--- config.mk ---
export PLATFORM = sky130hd
export DESIGN_NAME = receptive_field_box_decode_unit
export DESIGN_NICKNAME = d
export VERILOG_FILES = /design/src/sv/rfbd_pkg.sv /design/src/sv/receptive_field_box_decode_unit.sv /design/src/sv/rfbd_axis.sv
export SDC_FILE = /design/constraint.sdc
export NUM_CORES = 2
export LEC_CHECK = 0
export BUFFER_PORTS_ARGS = -buffer_cell sky130_fd_sc_hd__buf_4
export CORE_UTILIZATION = 50
export CTS_CLUSTER_DIAMETER = 40
export DETAILED_ROUTE_END_ITERATION = 10
export PLACE_DENSITY = 0.75
export SETUP_SLACK_MARGIN = 0.02
export SLEW_MARGIN = 20
export SYNTH_ARGS = -nofsm -noshare
export SYNTH_HDL_FRONTEND = slang
export SYNTH_SLANG_ARGS = --single-unit
--- constraint.sdc ---
create_clock -name aclk -period 26.2 [get_ports aclk]
set_input_delay 1.31 -clock aclk [delete_from_list [all_inputs] [get_ports aclk]]
set_output_delay 1.31 -clock aclk [all_outputs]
set_load 0.005 [all_outputs]
--- src/sv/rfbd_pkg.sv ---
// Shared types, widths, register indexes and helpers for the receptive field box decoder.
package rfbd_pkg;

    localparam int MAP_SIDE  = 1024;

    localparam int POS_W     = 10;
    localparam int SCORE_W   = 16;
    localparam int REGR_W    = 16;
    localparam int CFG16_W   = 16;
    localparam int IMG_W     = 13;
    localparam int OUT_W     = 20;
    localparam int WIDE_W    = 30;

    localparam int CFG_IDX_W = 3;
    localparam int CFG_DW    = 16;

    localparam int S_TDATA_W = 104;
    localparam int M_TDATA_W = 96;

    localparam logic [CFG_IDX_W-1:0] REG_SCORE_THRESHOLD = 3'd0;
    localparam logic [CFG_IDX_W-1:0] REG_FIELD_ORIGIN    = 3'd1;
    localparam logic [CFG_IDX_W-1:0] REG_CELL_STRIDE     = 3'd2;
    localparam logic [CFG_IDX_W-1:0] REG_FIELD_HALF      = 3'd3;
    localparam logic [CFG_IDX_W-1:0] REG_IMAGE_WIDTH     = 3'd4;
    localparam logic [CFG_IDX_W-1:0] REG_IMAGE_HEIGHT    = 3'd5;

    localparam logic [SCORE_W-1:0] RST_SCORE_THRESHOLD = 16'd32768;
    localparam logic [CFG16_W-1:0] RST_FIELD_ORIGIN    = 16'd0;
    localparam logic [CFG16_W-1:0] RST_CELL_STRIDE     = 16'd16;
    localparam logic [CFG16_W-1:0] RST_FIELD_HALF      = 16'd16;
    localparam logic [IMG_W-1:0]   RST_IMAGE_WIDTH     = 13'd1280;
    localparam logic [IMG_W-1:0]   RST_IMAGE_HEIGHT    = 13'd720;

    typedef struct packed {
        logic [CFG16_W-1:0] field_origin;
        logic [CFG16_W-1:0] cell_stride;
        logic [CFG16_W-1:0] field_half;
    } rfbd_scale_t;

    typedef struct packed {
        logic signed [REGR_W-1:0] reg_bottom;
        logic signed [REGR_W-1:0] reg_right;
        logic signed [REGR_W-1:0] reg_top;
        logic signed [REGR_W-1:0] reg_left;
        logic [SCORE_W-1:0]       cell_score;
        logic [POS_W-1:0]         cell_row;
        logic [POS_W-1:0]         cell_col;
    } rfbd_cell_t;

    localparam logic signed [WIDE_W-1:0] SAT_MAX = 30'sd524287;
    localparam logic signed [WIDE_W-1:0] SAT_MIN = -30'sd524288;

    function automatic logic signed [OUT_W-1:0] sat_out(input logic signed [WIDE_W-1:0] v);
        logic signed [OUT_W-1:0] r;
        if (v > SAT_MAX) begin
            r = SAT_MAX[OUT_W-1:0];
        end else if (v < SAT_MIN) begin
            r = SAT_MIN[OUT_W-1:0];
        end else begin
            r = v[OUT_W-1:0];
        end
        return r;
    endfunction

endpackage

--- src/sv/receptive_field_box_decode_unit.sv ---
// Top level: config registers, input beat register, two axis decoders and the result register.
//
//  channel | dir | handshake          | payload
//  --------+-----+--------------------+--------------------------------------------
//  s_      | in  | s_tvalid/s_tready  | s_tdata: feature-map cell, 104 bits
//  m_      | out | m_tvalid/m_tready  | m_tdata: decoded box and score, 96 bits
//  cfg_    | in  | cfg_wr_en          | cfg_index, cfg_wdata (16 bits)
//
// Beats pass the input register, then the result register; one beat per cycle unless stalled.
// The decode is one pass of logic between the input register and the result register.
// Cells at or below the threshold are dropped in the input register without a result.
// Synchronous active-low reset clears valids and restores the register defaults.
// A stalled result holds; the input register keeps taking beats while it can drain.
module receptive_field_box_decode_unit (
    input  logic                                aclk,
    input  logic                                aresetn,
    input  logic                                cfg_wr_en,
    input  logic [rfbd_pkg::CFG_IDX_W-1:0]      cfg_index,
    input  logic [rfbd_pkg::CFG_DW-1:0]         cfg_wdata,
    input  logic                                s_tvalid,
    output logic                                s_tready,
    // cell_col[9:0] cell_row[19:10] cell_score[35:20] reg_left[51:36]
    // reg_top[67:52] reg_right[83:68] reg_bottom[99:84] zero[103:100]
    input  logic [rfbd_pkg::S_TDATA_W-1:0]      s_tdata,
    output logic                                m_tvalid,
    input  logic                                m_tready,
    // box_cx[19:0] box_cy[39:20] box_w[59:40] box_h[79:60] box_score[95:80]
    output logic [rfbd_pkg::M_TDATA_W-1:0]      m_tdata
);
    import rfbd_pkg::*;

    logic [SCORE_W-1:0]      thr_reg;
    rfbd_scale_t             scale_reg;
    logic [IMG_W-1:0]        img_w_reg;
    logic [IMG_W-1:0]        img_h_reg;

    logic                    in_vld_reg;
    rfbd_cell_t              cell_reg;
    rfbd_cell_t              cell_next;

    logic                    out_vld_reg;
    logic signed [OUT_W-1:0] cx_reg;
    logic signed [OUT_W-1:0] cy_reg;
    logic signed [OUT_W-1:0] w_reg;
    logic signed [OUT_W-1:0] h_reg;
    logic [SCORE_W-1:0]      score_reg;

    logic signed [OUT_W-1:0] cx_next;
    logic signed [OUT_W-1:0] cy_next;
    logic signed [OUT_W-1:0] w_next;
    logic signed [OUT_W-1:0] h_next;

    logic                    in_map;
    logic                    hit;
    logic                    out_free;
    logic                    in_adv;
    logic                    load_out;

    always_ff @(posedge aclk) begin
        if (!aresetn) begin
            thr_reg                <= RST_SCORE_THRESHOLD;
            scale_reg.field_origin <= RST_FIELD_ORIGIN;
            scale_reg.cell_stride  <= RST_CELL_STRIDE;
            scale_reg.field_half   <= RST_FIELD_HALF;
            img_w_reg              <= RST_IMAGE_WIDTH;
            img_h_reg              <= RST_IMAGE_HEIGHT;
        end else if (cfg_wr_en) begin
            case (cfg_index)
                REG_SCORE_THRESHOLD: thr_reg                <= cfg_wdata;
                REG_FIELD_ORIGIN:    scale_reg.field_origin <= cfg_wdata;
                REG_CELL_STRIDE:     scale_reg.cell_stride  <= cfg_wdata;
                REG_FIELD_HALF:      scale_reg.field_half   <= cfg_wdata;
                REG_IMAGE_WIDTH:     img_w_reg              <= cfg_wdata[IMG_W-1:0];
                REG_IMAGE_HEIGHT:    img_h_reg              <= cfg_wdata[IMG_W-1:0];
                default: ;
            endcase
        end
    end

    assign cell_next = rfbd_cell_t'(s_tdata[$bits(rfbd_cell_t)-1:0]);

    assign in_map = (32'(cell_reg.cell_col) < MAP_SIDE) && (32'(cell_reg.cell_row) < MAP_SIDE);
    assign hit    = in_map && (cell_reg.cell_score > thr_reg);

    assign out_free = !out_vld_reg || m_tready;
    assign in_adv   = in_vld_reg && (!hit || out_free);
    assign load_out = in_vld_reg && hit && out_free;
    assign s_tready = !in_vld_reg || in_adv;

    always_ff @(posedge aclk) begin
        if (!aresetn) begin
            in_vld_reg <= 1'b0;
        end else if (s_tready) begin
            in_vld_reg <= s_tvalid;
        end
    end

    always_ff @(posedge aclk) begin
        if (s_tready && s_tvalid) begin
            cell_reg <= cell_next;
        end
    end

    rfbd_axis u_axis_x (
        .pos    (cell_reg.cell_col),
        .reg_a  (cell_reg.reg_left),
        .reg_b  (cell_reg.reg_right),
        .scale  (scale_reg),
        .img    (img_w_reg),
        .center (cx_next),
        .size   (w_next)
    );

    rfbd_axis u_axis_y (
        .pos    (cell_reg.cell_row),
        .reg_a  (cell_reg.reg_top),
        .reg_b  (cell_reg.reg_bottom),
        .scale  (scale_reg),
        .img    (img_h_reg),
        .center (cy_next),
        .size   (h_next)
    );

    always_ff @(posedge aclk) begin
        if (!aresetn) begin
            out_vld_reg <= 1'b0;
        end else if (out_free) begin
            out_vld_reg <= load_out;
        end
    end

    always_ff @(posedge aclk) begin
        if (load_out) begin
            cx_reg    <= cx_next;
            cy_reg    <= cy_next;
            w_reg     <= w_next;
            h_reg     <= h_next;
            score_reg <= cell_reg.cell_score;
        end
    end

    assign m_tvalid = out_vld_reg;
    assign m_tdata  = {score_reg, h_reg, w_reg, cy_reg, cx_reg};

`ifndef SYNTHESIS
    a_rise_from_input: assert property (@(posedge aclk) disable iff (!aresetn)
        $rose(out_vld_reg) |-> $past(in_vld_reg))
        else $error("result appeared without a held beat");

    a_empty_ready: assert property (@(posedge aclk) disable iff (!aresetn)
        !in_vld_reg |-> s_tready)
        else $error("input stalled while input register empty");

    a_stall_blocks: assert property (@(posedge aclk) disable iff (!aresetn)
        (in_vld_reg && hit && out_vld_reg && !m_tready) |-> !s_tready)
        else $error("input taken while a hit beat is blocked");

    a_score_above: assert property (@(posedge aclk) disable iff (!aresetn)
        out_vld_reg |-> (score_reg > thr_reg))
        else $error("result score not above threshold");
`endif

endmodule

--- src/sv/rfbd_axis.sv ---
// One axis of the box decode: field center, corner offsets, ordering, clamping, size and center.
module rfbd_axis (
    input  logic [rfbd_pkg::POS_W-1:0]          pos,
    input  logic signed [rfbd_pkg::REGR_W-1:0]  reg_a,
    input  logic signed [rfbd_pkg::REGR_W-1:0]  reg_b,
    input  rfbd_pkg::rfbd_scale_t               scale,
    input  logic [rfbd_pkg::IMG_W-1:0]          img,
    output logic signed [rfbd_pkg::OUT_W-1:0]   center,
    output logic signed [rfbd_pkg::OUT_W-1:0]   size
);
    import rfbd_pkg::*;

    logic [25:0]               pos_prod;
    logic [26:0]               fc;
    logic signed [32:0]        prod_a;
    logic signed [32:0]        prod_b;
    logic signed [32:0]        rnd_a;
    logic signed [32:0]        rnd_b;
    logic signed [20:0]        off_a;
    logic signed [20:0]        off_b;
    logic signed [28:0]        corner_a;
    logic signed [28:0]        corner_b;
    logic signed [28:0]        lo;
    logic signed [28:0]        hi;
    logic signed [28:0]        lo_c;
    logic signed [28:0]        hi_c;
    logic signed [18:0]        lim;
    logic signed [WIDE_W-1:0]  sz;
    logic signed [WIDE_W-1:0]  sum;
    logic signed [WIDE_W-1:0]  half_sum;

    assign pos_prod = 26'(scale.cell_stride) * 26'(pos);
    assign fc       = 27'(scale.field_origin) + 27'(pos_prod);

    // Q4.12 times 1/16 pixel, round half up back to 1/16 pixel
    assign prod_a = 33'(reg_a) * 33'($signed({1'b0, scale.field_half}));
    assign prod_b = 33'(reg_b) * 33'($signed({1'b0, scale.field_half}));
    assign rnd_a  = prod_a + 33'sd2048;
    assign rnd_b  = prod_b + 33'sd2048;
    assign off_a  = rnd_a[32:12];
    assign off_b  = rnd_b[32:12];

    assign corner_a = $signed({2'b00, fc}) - 29'(off_a);
    assign corner_b = $signed({2'b00, fc}) - 29'(off_b);

    assign lo = (corner_a < corner_b) ? corner_a : corner_b;
    assign hi = (corner_a < corner_b) ? corner_b : corner_a;

    assign lim  = $signed({2'b00, img, 4'b0000}) - 19'sd16;
    assign lo_c = (lo < 29'sd0) ? 29'sd0 : lo;
    assign hi_c = (hi > 29'(lim)) ? 29'(lim) : hi;

    assign sz       = 30'(hi_c) - 30'(lo_c);
    assign sum      = 30'(hi_c) + 30'(lo_c);
    assign half_sum = sum >>> 1;

    assign size   = sat_out(sz);
    assign center = sat_out(half_sum);

endmodule
# == After elaboration in Yosys (flattened, before gate mapping) ==
# Index checks and enable logic that the tools add are counted.
# op_classes
mul,6
eq_ne,5
n_reduce_logical,17
n_addsub,16
n_mux,12
n_lt_le_gt_ge,15
# ops
operator,n
$mux W29,8
$add A33 B13 Y33 const B,4
$mul A16 B17 Y33,4
$sub A28 B21 Y29,4
$mux W20,4
$add A29 B29 Y30,2
$gt A30 B20 Y1 const B,2
$lt A30 B20 Y1 const B,2
$sub A29 B29 Y30,2
$gt A29 B18 Y1,2
$gt A29 B20 Y1 const B,2
$lt A29 B1 Y1 const B,2
$lt A29 B20 Y1 const B,2
$lt A29 B29 Y1,2
$add A16 B26 Y27,2
$mul A16 B10 Y26,2
$sub A17 B5 Y18 const B,2
$gt A16 B16 Y1,1
$reduce_and A2 Y1,6
$eq A3 B2 Y1 const B,2
$eq A3 B3 Y1 const B,2
$logic_and A1 B1 Y1,4
$eq A3 B1 Y1 const B,1
$logic_not A1 Y1,3
other kinds (2),4
# totals
inputBits,128
ff_bits,288
output_inout_bits,98
word_cells,91

# == Logic depth before layout (Yosys ltp) ==
# depth
depth_word,10
mapped_depth,96
mapped_depth_nobuf,88

# == By module ==
# From an unflattened synthesis, not the netlist that was laid out.
# hier_totals
hier_cells,8496
area_unflattened_um2,72888.7
# by_module_without_submodules
module,seq_area_each_um2,instances,cells_per_inst,area_per_inst_um2
rfbd_axis at u_axis_x,0.0,1,3941,31778.0
rfbd_axis at u_axis_y,0.0,1,3890,31376.3
receptive_field_box_decode_unit,7727.4,1,665,9734.3

# == Least setup slack after synthesis ==
# No wires, ideal clock.
# synth_timing
path_type,register to register
start,register scale_reg[11] in the netlist's numbering
end,register cy_reg[9] (data pin)
synth_period_minus_slack_ns,17.547
path_buffers,8
setup_time_ns,0.278
required_ns,25.922
arrival_time_ns,17.269
stages_incl_launch_ff,86
slack_ns,8.653
cell_sequence,dfxtp_1 clkbuf_1 clkbuf_1 nand2_1 fa_1 fa_1 fa_1 inv_1 fa_1 fa_1 inv_1 fa_1 inv_1 ha_1 a21o_1 a21oi_1 o31ai_1 a21oi_1 [50 not listed] o22a_1 and2_1 clkbuf_1 buf_1 nor2_1 a21oi_1 ha_1 clkbuf_1 or3_1 or4_1 nor3b_1 nor2_1 a311oi_1 nand4_1 or4b_1 o41ai_4 clkbuf_1 o21ai_0
# synth_via
elab_chain_cells,10
elab_cells_between_ends,17
cone_classes,5 x add/sub; 2 x mul; 5 x order compare; 5 x mux
# synth_lines
element,line,source
start: declaration,receptive_field_box_decode_unit.sv:33,rfbd_scale_t scale_reg;
"$mul A16 B17 Y33, on equally long branches","rfbd_axis.sv:36, rfbd_axis.sv:37",
"$add A33 B13 Y33, on equally long branches","rfbd_axis.sv:38, rfbd_axis.sv:39",
"$sub A28 B21 Y29, on equally long branches","rfbd_axis.sv:43, rfbd_axis.sv:44",
$lt A29 B29 Y1,"rfbd_axis.sv:46, rfbd_axis.sv:47",
"$mux W29, on equally long branches","rfbd_axis.sv:47, rfbd_axis.sv:46",
$gt A29 B18 Y1 / $lt A29 B1 Y1 (equally long branches),"rfbd_axis.sv:51, rfbd_axis.sv:50",
"$mux W29, on equally long branches","rfbd_axis.sv:51, rfbd_axis.sv:50",
$add A29 B29 Y30 *,rfbd_axis.sv:54,assign sum = 30'(hi_c) + 30'(lo_c);
$lt A29 B20 Y1,rfbd_pkg.sv:57,end else if (v < SAT_MIN) begin
$mux W20,rfbd_pkg.sv:57,
end signal: assignment,receptive_field_box_decode_unit.sv:135,cy_reg <= cy_next;
end: declaration,receptive_field_box_decode_unit.sv:43,logic signed [OUT_W-1:0] cy_reg;
# Mark *: on every way between the ends. The rest lies on a longest branch, timed or not.
# A chain may end at the register's enable or synchronous reset.

# == Worst setup path in the final report ==
# layout_timing
start,register scale_reg[7] in the netlist's numbering
end,register cy_reg[10] (data pin)
# Same word-level chain as after synthesis.

==> results.yml <==
worst_setup_path:
  max_stage_delay_ns: 0.93
  cp.arrival_ns: 21.66
  path_common_cell: "o21ai_0"
  start_kind: "flip-flop"
  required_ns: 26.56
  ff2ff_path_depth: 72
  endpoint_kind: "flip-flop"
  critical_path_class: "flip-flop to flip-flop"
  cp_max_fo: 65
  cp_slowest_cell: "o41ai_4"
cts:
  cts-htree-levels: 2
  cts_max_path_buffers: 3
  clk_latency_ns: 0.70
  root_buffer: "clkbuf_16"
  cts_resized: 0
  path_clk_slew_ns: 0.06
  tritoncts: "built"
  cts_buffers: 57
  cts_setup_buffers: 0
  numClockSinks: 288
  hold_buffers: 0
logic_synthesis:
  synthTopCellsByArea: "fa_1 29%, ha_1 17%, edfxtp_1 8.3%"
  synth_edf_count: 196
  synthCells: 8326
  yosysUniqueCellTypes: 95
  synth-async-reset-ratio_pct: 0
  synth_flop_cell: "edfxtp_1"
  mappedNetlistArea_um2: 71130
  syn_avg_cell_area_um2: 8.543
  synth_seq_area_share_pct: 10.86
  synth_top_area_share_pct: 29.10
  synth_seq_cells: 288
  yosys_warnings: 0
  syn_nets: 10430
  synth_top_cell_by_area: "fa_1"
grt:
  grt_pass1_vias: 60410
  grt_antenna_before_repair: 4
  globalRoute.totalOverflow: 0
  grt_pass1_wl_um: 309700
  grt_max_degree: 93
  grt.total_usage_pct: 26.94
hold_path:
  hp-class: "flip-flop to flip-flop"
  worstHoldPathCells: 0
sta:
  rsz0062_at_grt: "no"
  fin_crit_ns: 21.30
  setup_viol: 0
  fmax_mhz: 46.95
  maxSlewViolCount: 0
  fin_skew_ns: 0.07352
  setup-tns-final_ns: 0
  relSlewSlack_pct: 30.92
  max_slew.worst_pin.slew_ns: 1.032
  final_hold_viol_count: 0
  fin_crit_sh_pct: 81.30
placement:
  place_inst: 10130
  io_buffers: 221
  hpwl_um: 151600
  gp_congestion: 0.9452
  placed_area_um2: 74240
final_layout:
  largest_reg_flops: 100
  final_cell_area_um2: 76280
  nets: 10410
  final_core_util_pct: 53.94
  area_growth_pct: 7.251
  finalNonFillerCells: 10240
  fillers: 12740
  drive_gt1_share_pct: 5.915
job:
  cap_violations: 0
floorplan:
  ios: 226
  die_w_um: 379.2
  die_h_um: 379.2
  row_count: 138
  dieArea_um2: 143800
  initial_core_util_pct: 50.30
  core_um2: 141400
detailed_routing:
  drt_iter0_drc: 3521
  drc: 0
  dr.pass1.iters: 8
  route.vias.total: 57130
  wire_per_inst_um: 18.47
  wl_um: 189200
  drt.antenna.violating_nets: 0
  vias_per_cell: 5.577
status:
  outcome: "finished, final reports clean"
pwr:
  fin_total_pwr_w: 0.005903
  p_leak_nw: 37.28
  powerDensity_nw_per_um2: 77.38
  ir_worst_vdd_v: 0.00007829
## stage by stage
| step | setup WS (ns) | hold WS, ns |
|---|---|---|
| after floorplan | 8.653 | 0.4264 |
| after global placement | 5.549 | 0.4488 |
| after detailed placement | 5.233 | 0.4426 |
| after CTS | 5.124 | 0.4560 |
| after global routing | 3.088 | 0.4628 |
| final | 4.899 | 0.4606 |
## layout by cell type (no fill, tap or decap), types with 59 or more instances in the layout
cell type / count
inv_1: 1423
nand2_1: 1166
fa_1: 1034
ha_1: 946
and2_1: 625
a21oi_1: 337
nor2_1: 320
o21ai_0: 289
buf_4: 271
xnor2_1: 232
edfxtp_1: 196
a21o_1: 117
nor3_1: 108
o21a_1: 99
nand2b_1: 99
a21boi_0: 91
xor2_1: 90
o21bai_1: 89
dfxtp_1: 76
nand3_1: 70
clkbuf_16: 59
## cells in the mapped netlist, drive strengths merged, types with 91 or more instances
| cell type | instances |
|---|---|
| a21oi | 338 |
| xor2 | 91 |
| nor2 | 321 |
| o21a | 99 |
| a21o | 117 |
| clkbuf | 339 |
| ha | 946 |
| o21ai | 307 |
| xnor2 | 232 |
| a21boi | 91 |
| fa | 1034 |
| inv | 1423 |
| dfxtp | 92 |
| nor3 | 110 |
| nand2b | 100 |
| nand2 | 1166 |
| and2 | 625 |
| edfxtp | 196 |
## routing by layer
metal	vias to the layer above	wire length [um]	part of all wire, %	track usage, %
met2	1833	91890	49	46.92
met3	499	11720	6.2	3.724
li1	26500	-	-	-
met4	4	9500	5.0	12.59
met1	28300	76070	40	32.76
met5	-	34	0.018	0
## final timing paths
| check | startpoint | endpoint | slack, ns |
|---|---|---|---|
| setup / recovery | scale_reg[7]$_SDFFE_PN0P_ | cy_reg[10]$_SDFFCE_PN1P_ | 4.90 |
| hold / removal | cell_reg[33]$_DFFE_PP_ | score_reg[13]$_DFFE_PP_ | 0.46 |
| setup reg to reg | scale_reg[7]$_SDFFE_PN0P_ | cy_reg[10]$_SDFFCE_PN1P_ | 4.90 |
| hold reg to reg | cell_reg[33]$_DFFE_PP_ | score_reg[13]$_DFFE_PP_ | 0.46 |
## logic make-up after synthesis
group | after synthesis | synth area share, %
simple gates | 2666 | 18.09
fa+ha+maj | 1982 | 45.77
buf+inv | 1781 | 9.432
compound gates | 1261 | 11.49
xor+xnor | 323 | 3.988
flops | 288 | 10.86
mux | 25 | 0.3624
## critical path, delay by kind of cell, from the launching register on
kind                       cells  cell delay (ns)
xor gates and xnor gates       2             0.63
adders and majority gates     11             5.15
buffers and inverters          7             1.75
AOI/OAI and AO/OA             32             7.82
DFF                            1             0.30
and+or+nand+nor               20             5.27
## cell type report
cell class	count	area [um2]	area share (%)
Multi-Input combinational cell	6257	56740	74.38
Sequential cell	288	7747	10.16
Inverter	1428	5360	7.027
Tap cell	1890	2365	3.100
Timing Repair Buffer	271	2034	2.667
Clock buffer	62	1498	1.963
Clock inverter	45	534.3	0.7004
Antenna cell	2	5.005	0.006561
## power breakdown
| part | switching (W) | leakage (nW) | internal, W |
|---|---|---|---|
| clock | 0.000295 | 0.994 | 0.000474 |
| sequential | 0.0000510 | 2.61 | 0.000566 |
| combinational | 0.00280 | 33.7 | 0.00172 |
| total | 0.00314 | 37.3 | 0.00276 |
Power figures use the tool's default switching activity.
